**src/rtl/dstwr_pkg.sv**
```systemverilog
// ============================================================================
// dstwr_pkg : shared types and constants for the two-way ranging block
// Widths, scale constants and the queue entry type between front and back.
// ============================================================================
package dstwr_pkg;
   localparam int unsigned IvlWidth = 32;
   localparam int unsigned SumWidth = 34;
   localparam int unsigned ProdWidth = 64;
   localparam int unsigned NumWidth = 65;
   localparam int unsigned TickWidth = 33;
   localparam int unsigned RangeWidth = 51;
   localparam int unsigned RemWidth = 22;
   localparam int unsigned QueueDepth = 2;
   localparam int unsigned QueuePtrWidth = 1;
   localparam int unsigned QueueCntWidth = 2;

   // 1565 * 299702547 = 469034 * 1000000 + 486055, so the range is
   // mag * RangeWhole + floor(mag * RangePart / 1000000)
   localparam logic [18:0] RangeWhole = 19'd469034;
   localparam logic [18:0] RangePart = 19'd486055;
   // floor(2^51 / 1000000): estimate of the quotient from the top 31 bits
   localparam logic [31:0] RangeRecip = 32'd2251799813;
   localparam logic [19:0] RangeDivisor = 20'd1000000;
   localparam logic [RemWidth-1:0] RangeDivisor2 = 22'd2000000;
   localparam logic [RemWidth-1:0] RangeDivisor3 = 22'd3000000;

   // Request after interval forming, waiting in the queue
   typedef struct packed {
      logic [IvlWidth-1:0] ra;
      logic [IvlWidth-1:0] rb;
      logic [IvlWidth-1:0] da;
      logic [IvlWidth-1:0] db;
   } ivl_type;

   typedef enum logic [3:0] {
      ST_IDLE,
      ST_MUL_POS,
      ST_MUL_NEG,
      ST_SUB,
      ST_DIV,
      ST_SCALE_A,
      ST_SCALE_B,
      ST_SCALE_C,
      ST_FIX,
      ST_DONE
   } back_state_type;
endpackage

```
**src/rtl/dstwr_front.sv**
```systemverilog
// ============================================================================
// dstwr_front : interval forming and request queue
// Takes a request, forms the four wrapping intervals, holds them in a queue.
// ============================================================================
module dstwr_front import dstwr_pkg::*; (
   input  logic        clock,
   input  logic        reset,
   input  logic        req_valid,
   output logic        req_stall,
   input  logic [31:0] req_remote_poll_sent,
   input  logic [31:0] req_remote_reply_heard,
   input  logic [31:0] req_remote_final_sent,
   input  logic [39:0] req_local_poll_heard,
   input  logic [39:0] req_local_reply_sent,
   input  logic [39:0] req_local_final_heard,
   output logic        q_valid,
   input  logic        q_take,
   output ivl_type     q_data
);
   ivl_type q_mem_ff [QueueDepth];
   ivl_type q_mem_in;
   logic [QueuePtrWidth-1:0] wr_ptr_ff, wr_ptr_in, rd_ptr_ff, rd_ptr_in;
   logic [QueueCntWidth-1:0] cnt_ff, cnt_in;
   logic push, pop;

   assign req_stall = (cnt_ff == QueueCntWidth'(QueueDepth));
   assign push = req_valid && !req_stall;
   assign q_valid = (cnt_ff != '0);
   assign pop = q_valid && q_take;
   assign q_data = q_mem_ff[rd_ptr_ff];

   always_comb begin
      q_mem_in.ra = req_remote_reply_heard - req_remote_poll_sent;
      q_mem_in.rb = req_local_final_heard[31:0] - req_local_reply_sent[31:0];
      q_mem_in.da = req_remote_final_sent - req_remote_reply_heard;
      q_mem_in.db = req_local_reply_sent[31:0] - req_local_poll_heard[31:0];
      wr_ptr_in = push ? wr_ptr_ff + 1'b1 : wr_ptr_ff;
      rd_ptr_in = pop ? rd_ptr_ff + 1'b1 : rd_ptr_ff;
      cnt_in = cnt_ff + QueueCntWidth'(push) - QueueCntWidth'(pop);
   end

   always_ff @(posedge clock) begin
      if (reset) begin
         wr_ptr_ff <= '0;
         rd_ptr_ff <= '0;
         cnt_ff <= '0;
      end else begin
         wr_ptr_ff <= wr_ptr_in;
         rd_ptr_ff <= rd_ptr_in;
         cnt_ff <= cnt_in;
      end
   end

   always_ff @(posedge clock) begin
      if (push) begin
         q_mem_ff[wr_ptr_ff] <= q_mem_in;
      end
   end
endmodule

```
**config.mk**
```make
export PLATFORM = sky130hd
export DESIGN_NAME = dstwr_front
export DESIGN_NICKNAME = d
export VERILOG_FILES = /design/src/rtl/dstwr_pkg.sv /design/src/rtl/dstwr_front.sv
export SDC_FILE = /design/constraint.sdc
export NUM_CORES = 1
export LEC_CHECK = 0
export BUFFER_PORTS_ARGS = -buffer_cell sky130_fd_sc_hd__buf_2
export CORE_UTILIZATION = 40
export CTS_BUF_LIST = sky130_fd_sc_hd__clkbuf_16
export CTS_CLUSTER_DIAMETER = 40
export DETAILED_ROUTE_END_ITERATION = 12
export PLACE_DENSITY = 0.67
export SYNTH_ARGS = -nofsm -noshare
export SYNTH_HDL_FRONTEND = slang
export SYNTH_SLANG_ARGS = --single-unit
```
**constraint.sdc**
```tcl
create_clock -name clock -period 16.6 [get_ports clock]
set_clock_uncertainty 0.15 [all_clocks]
set_input_delay 0.83 -clock clock [delete_from_list [all_inputs] [get_ports clock]]
set_output_delay 0.83 -clock clock [all_outputs]
set_load 0.1 [all_outputs]
```
==> results by stage <==
Global routing:
- The first global-routing pass estimated 62200 microns of wire.
- The number of global-route vias before repair is 12280.
- The initial antenna violation count is 0.
- After global routing the overflow that remains totals 0.
- Entering global routing, the biggest net connects 67 pins.
- The overall track demand over capacity in global routing is 0.1907.

Synthesis:
- The mapped netlist covers 16150 sq um.
- Of the total synthesized cell area, the portion taken by full adders, half adders and majority gates is 0.1026.
- The synthesized design contains 261 register bits.
- Counting every net in the synthesized netlist gives 1776.
- The fraction of the yosys area taken by sequential cells is 0.4823.
- For this run, asynchronously set or reset flops after synthesis account for 0.
- The most used flip-flop cell after synthesis is edfxtp_1.
- The compound-gate portion of the synthesized area is 0.1434.
- The cell count after synthesis is 1426.
- The post-synthesis share of cell area spent on and, or, nand and nor gates is 0.07632.
- Of the total synthesized cell area, the portion taken by XOR and XNOR cells is 0.06237.
- In this run, synthesis inferred 256 flip-flops with an integrated enable.
- After synthesis, the netlist uses 69 different library cells.
- The average instance area after synthesis is roughly 11 sq um.
- After synthesis, the largest family of logic cells by area is compound AO/OA/AOI/OAI gates.
- The mux contribution to synthesized area is 0.08926.
- Yosys printed 0 warnings.

Hold path:
- The class of the tightest hold or removal check is in -> reg.

Final layout:
- Leaving out fill and tap cells, the most frequent cells in the layout are buf_2 (325), edfxtp_1 (256), inv_1 (162).
- The share of layout cells above drive strength 1 is 0.3142.
- Relative to the synthesized area, the layout overhead comes to 23.95%.
- The final net count is roughly 2100.
- The utilization after layout is 0.5038.
- The library cell used most frequently in the layout, excluding fill and tap cells, is buf_2.
- The total of fill cells in the finished design is 3537.

STA:
- Setup repair after global routing left no endpoint under its margin.
- The final worst-path cycle share is 0.2552.
- The count of final hold-check violations was 0.
- The number of endpoints failing setup at the final stage is 0.
- The count of pins over their slew limit is 0.
- Setup total negative slack on the finished layout was measured at 0 ns.
- The clock period could shrink to 4.236 ns.
- For this run, the top clock speed supported by timing is between 200 and 250 MHz.
- At the pin with the least slew margin, the transition time is 0.9604 ns.
- In this run the tightest slew margin relative to its limit is 0.3598.

Clock tree:
- The number of setup buffers added after CTS is 0.
- After clock tree synthesis, the clock-pin slew on the worst setup and hold paths is 0.05 ns.
- TritonCTS built the clock tree.
- Buffers inserted during clock tree synthesis total 47.
- The clock tree synthesis step divided the H-tree into 2 levels.
- Clock tree synthesis found a total of 261 sinks.
- The clock passes through at most 3 buffers.
- The root buffer cell chosen for the clock tree is clkbuf_16.
- At the later pin of the worst-skew pair, clock insertion delay measures 0.56 ns.
- Once the clock tree was built, the resizer swapped 0 gates to a different size.
- The post-cts hold buffer count is 0.

Run status:
- The run finished with clean final reports.

Floorplanning:
- The core area is 39730 sq um.
- The initial utilization of the core area, before any placement, comes to 0.4064.
- From bottom edge to top edge, the die measures 202.9 microns.
- The die covers 41180 sq um.
- The floorplan step set the die width to about 200 microns.
- The count of pins on the block boundary is 350.
- Row generation in the floorplan step produced between 70 and 80 rows.

Critical path:
- Data on the critical path is required at its endpoint by 15.62 ns.
- The worst setup path is launched from a flop.
- The worst path arrival time is 3.26 ns.
- The kind of end point of the critical path is an output port.
- Across all register-to-register paths, the minimum setup slack is 14.06 ns.
- The highest fanout seen on the critical path is 66.
- The critical path in this run is classified as reg -> out.

Place:
- In this run the tool buffered the top-level ports with between 300 and 400 buffer cells.
- Summed over all nets, the half-perimeter wirelength after detailed placement is ~30000 microns.
- The last weighted congestion value of the routability-driven placer is 0.8904.

Detailed routing:
- The number of DRC violations after detailed-routing iteration 0 is 677.
- The total wire length is 40260 microns.
- The via total after detailed routing is 12180.
- The routed wirelength normalized by instance count is 17.21 microns.
- In the routed layout, each cell is associated on average with a via count of roughly 5.2.
- The post-route DRC violation count is 0.
- Once detail routing completed, the nets flagged for antenna violations numbered 0.
- For this run, the detailed router's first-pass iteration total came to 7.

Flow run:
- The number of violations of the max-capacitance limit is 0.

Pwr:
- The maximum VDD drop is roughly 0.11 mV.
- Power spread over the standard cell area amounts to 173.2 nW/um^2.
- Summed over all cells, the static leakage comes to 8.694 nW.
## synth_stat cells, types with 15 or more instances
cell type	count	share of area
xor2_1	33	0.018
o21a_1	21	0.0098
a21o_1	56	0.026
a21oi_1	108	0.033
nand2_1	70	0.016
ha_1	126	0.098
nand2b_1	16	0.0062
o21ai_0	59	0.018
nor2_1	74	0.017
a31oi_1	15	0.0058
nor2b_1	18	0.0070
clkbuf_1	26	0.0060
mux2_2	128	0.089
xnor2_1	82	0.044
edfxtp_1	256	0.48
inv_1	159	0.037
nand3_1	18	0.0056
## power breakdown
| part | internal [mW] | switching, mW | total [mW] | leakage [nW] |
|---|---|---|---|---|
| logic | 0.331 | 1.21 | 1.54 | 5.45 |
| registers | 0.895 | 0.0446 | 0.939 | 2.43 |
| clock network | 0.637 | 0.346 | 0.983 | 0.810 |
## final timing paths
path / from / to / cells after the start
worst max register to register: cnt_ff[0]$_SDFF_PP0_ / q_mem_ff[0][79]$_DFFE_PP_ / 4
worst max-delay path: flop / q_data[49] / 3
worst min-delay path: reset / flop / 2
worst min register to register: rd_ptr_ff$_SDFFE_PP0P_ / flop / 2
## cells by family after synthesis
| family | count (synthesis) |
|---|---|
| AO/OA/AOI/OAI | 347 |
| XOR/XNOR | 115 |
| adder cells (fa/ha/maj) | 130 |
| buffers and inverters | 188 |
| flip-flops | 261 |
| multiplexers | 128 |
| AND/OR/NAND/NOR | 257 |
## area by class of cell
| type | count | area [sq um] | share of cell area |
|---|---|---|---|
| flip-flops and latches | 261 | 7791 | 0.3893 |
| multi-input cells | 977 | 7666 | 0.3830 |
| repair buffers | 330 | 1664 | 0.08314 |
| clock buffers | 49 | 1226 | 0.06126 |
| well taps | 525 | 656.9 | 0.03282 |
| inverters | 159 | 596.8 | 0.02982 |
| clock inverters | 38 | 411.6 | 0.02057 |
| diodes | 1 | 2.502 | 0.0001250 |
## critical path, cell delays in order (launching register included)
cell	delay, ns
dfxtp_4	0.94
buf_4	0.89
mux2_2	0.33
buf_2	0.43
## metal layers
layer  vias to the layer above  track usage  part of all wire
met4                         0      0.07626             0.028
li1                       5936            -                 -
met5                         -            0                 0
met3                        85      0.04189             0.063
met1                      5764       0.2301              0.43
met2                       391       0.3290              0.48
## through the flow
step                      hold WS (ns)  power (mW)  setup slack, ns  instance area [sq um]  std cells
after detailed placement        0.3521       2.501            12.57                  18380       2252
after CTS                       0.3114       3.495            12.25                  20010       2339
after floorplan                 0.3311       2.244            9.593                  16150       1426
final                           0.3378       3.468            12.36                  20020       2340
after global routing            0.3334       3.589            12.16                  20010       2339
after global placement          0.3439       2.489            12.59                  18380       2252
## flip-flops by register name, indices dropped and copies added, names as in the netlist, named ones only
register,cells
cnt_ff,2
q_mem_ff,256
rd_ptr_ff,1
wr_ptr_ff,1
No activity file was read; power rests on OpenSTA's default activity.
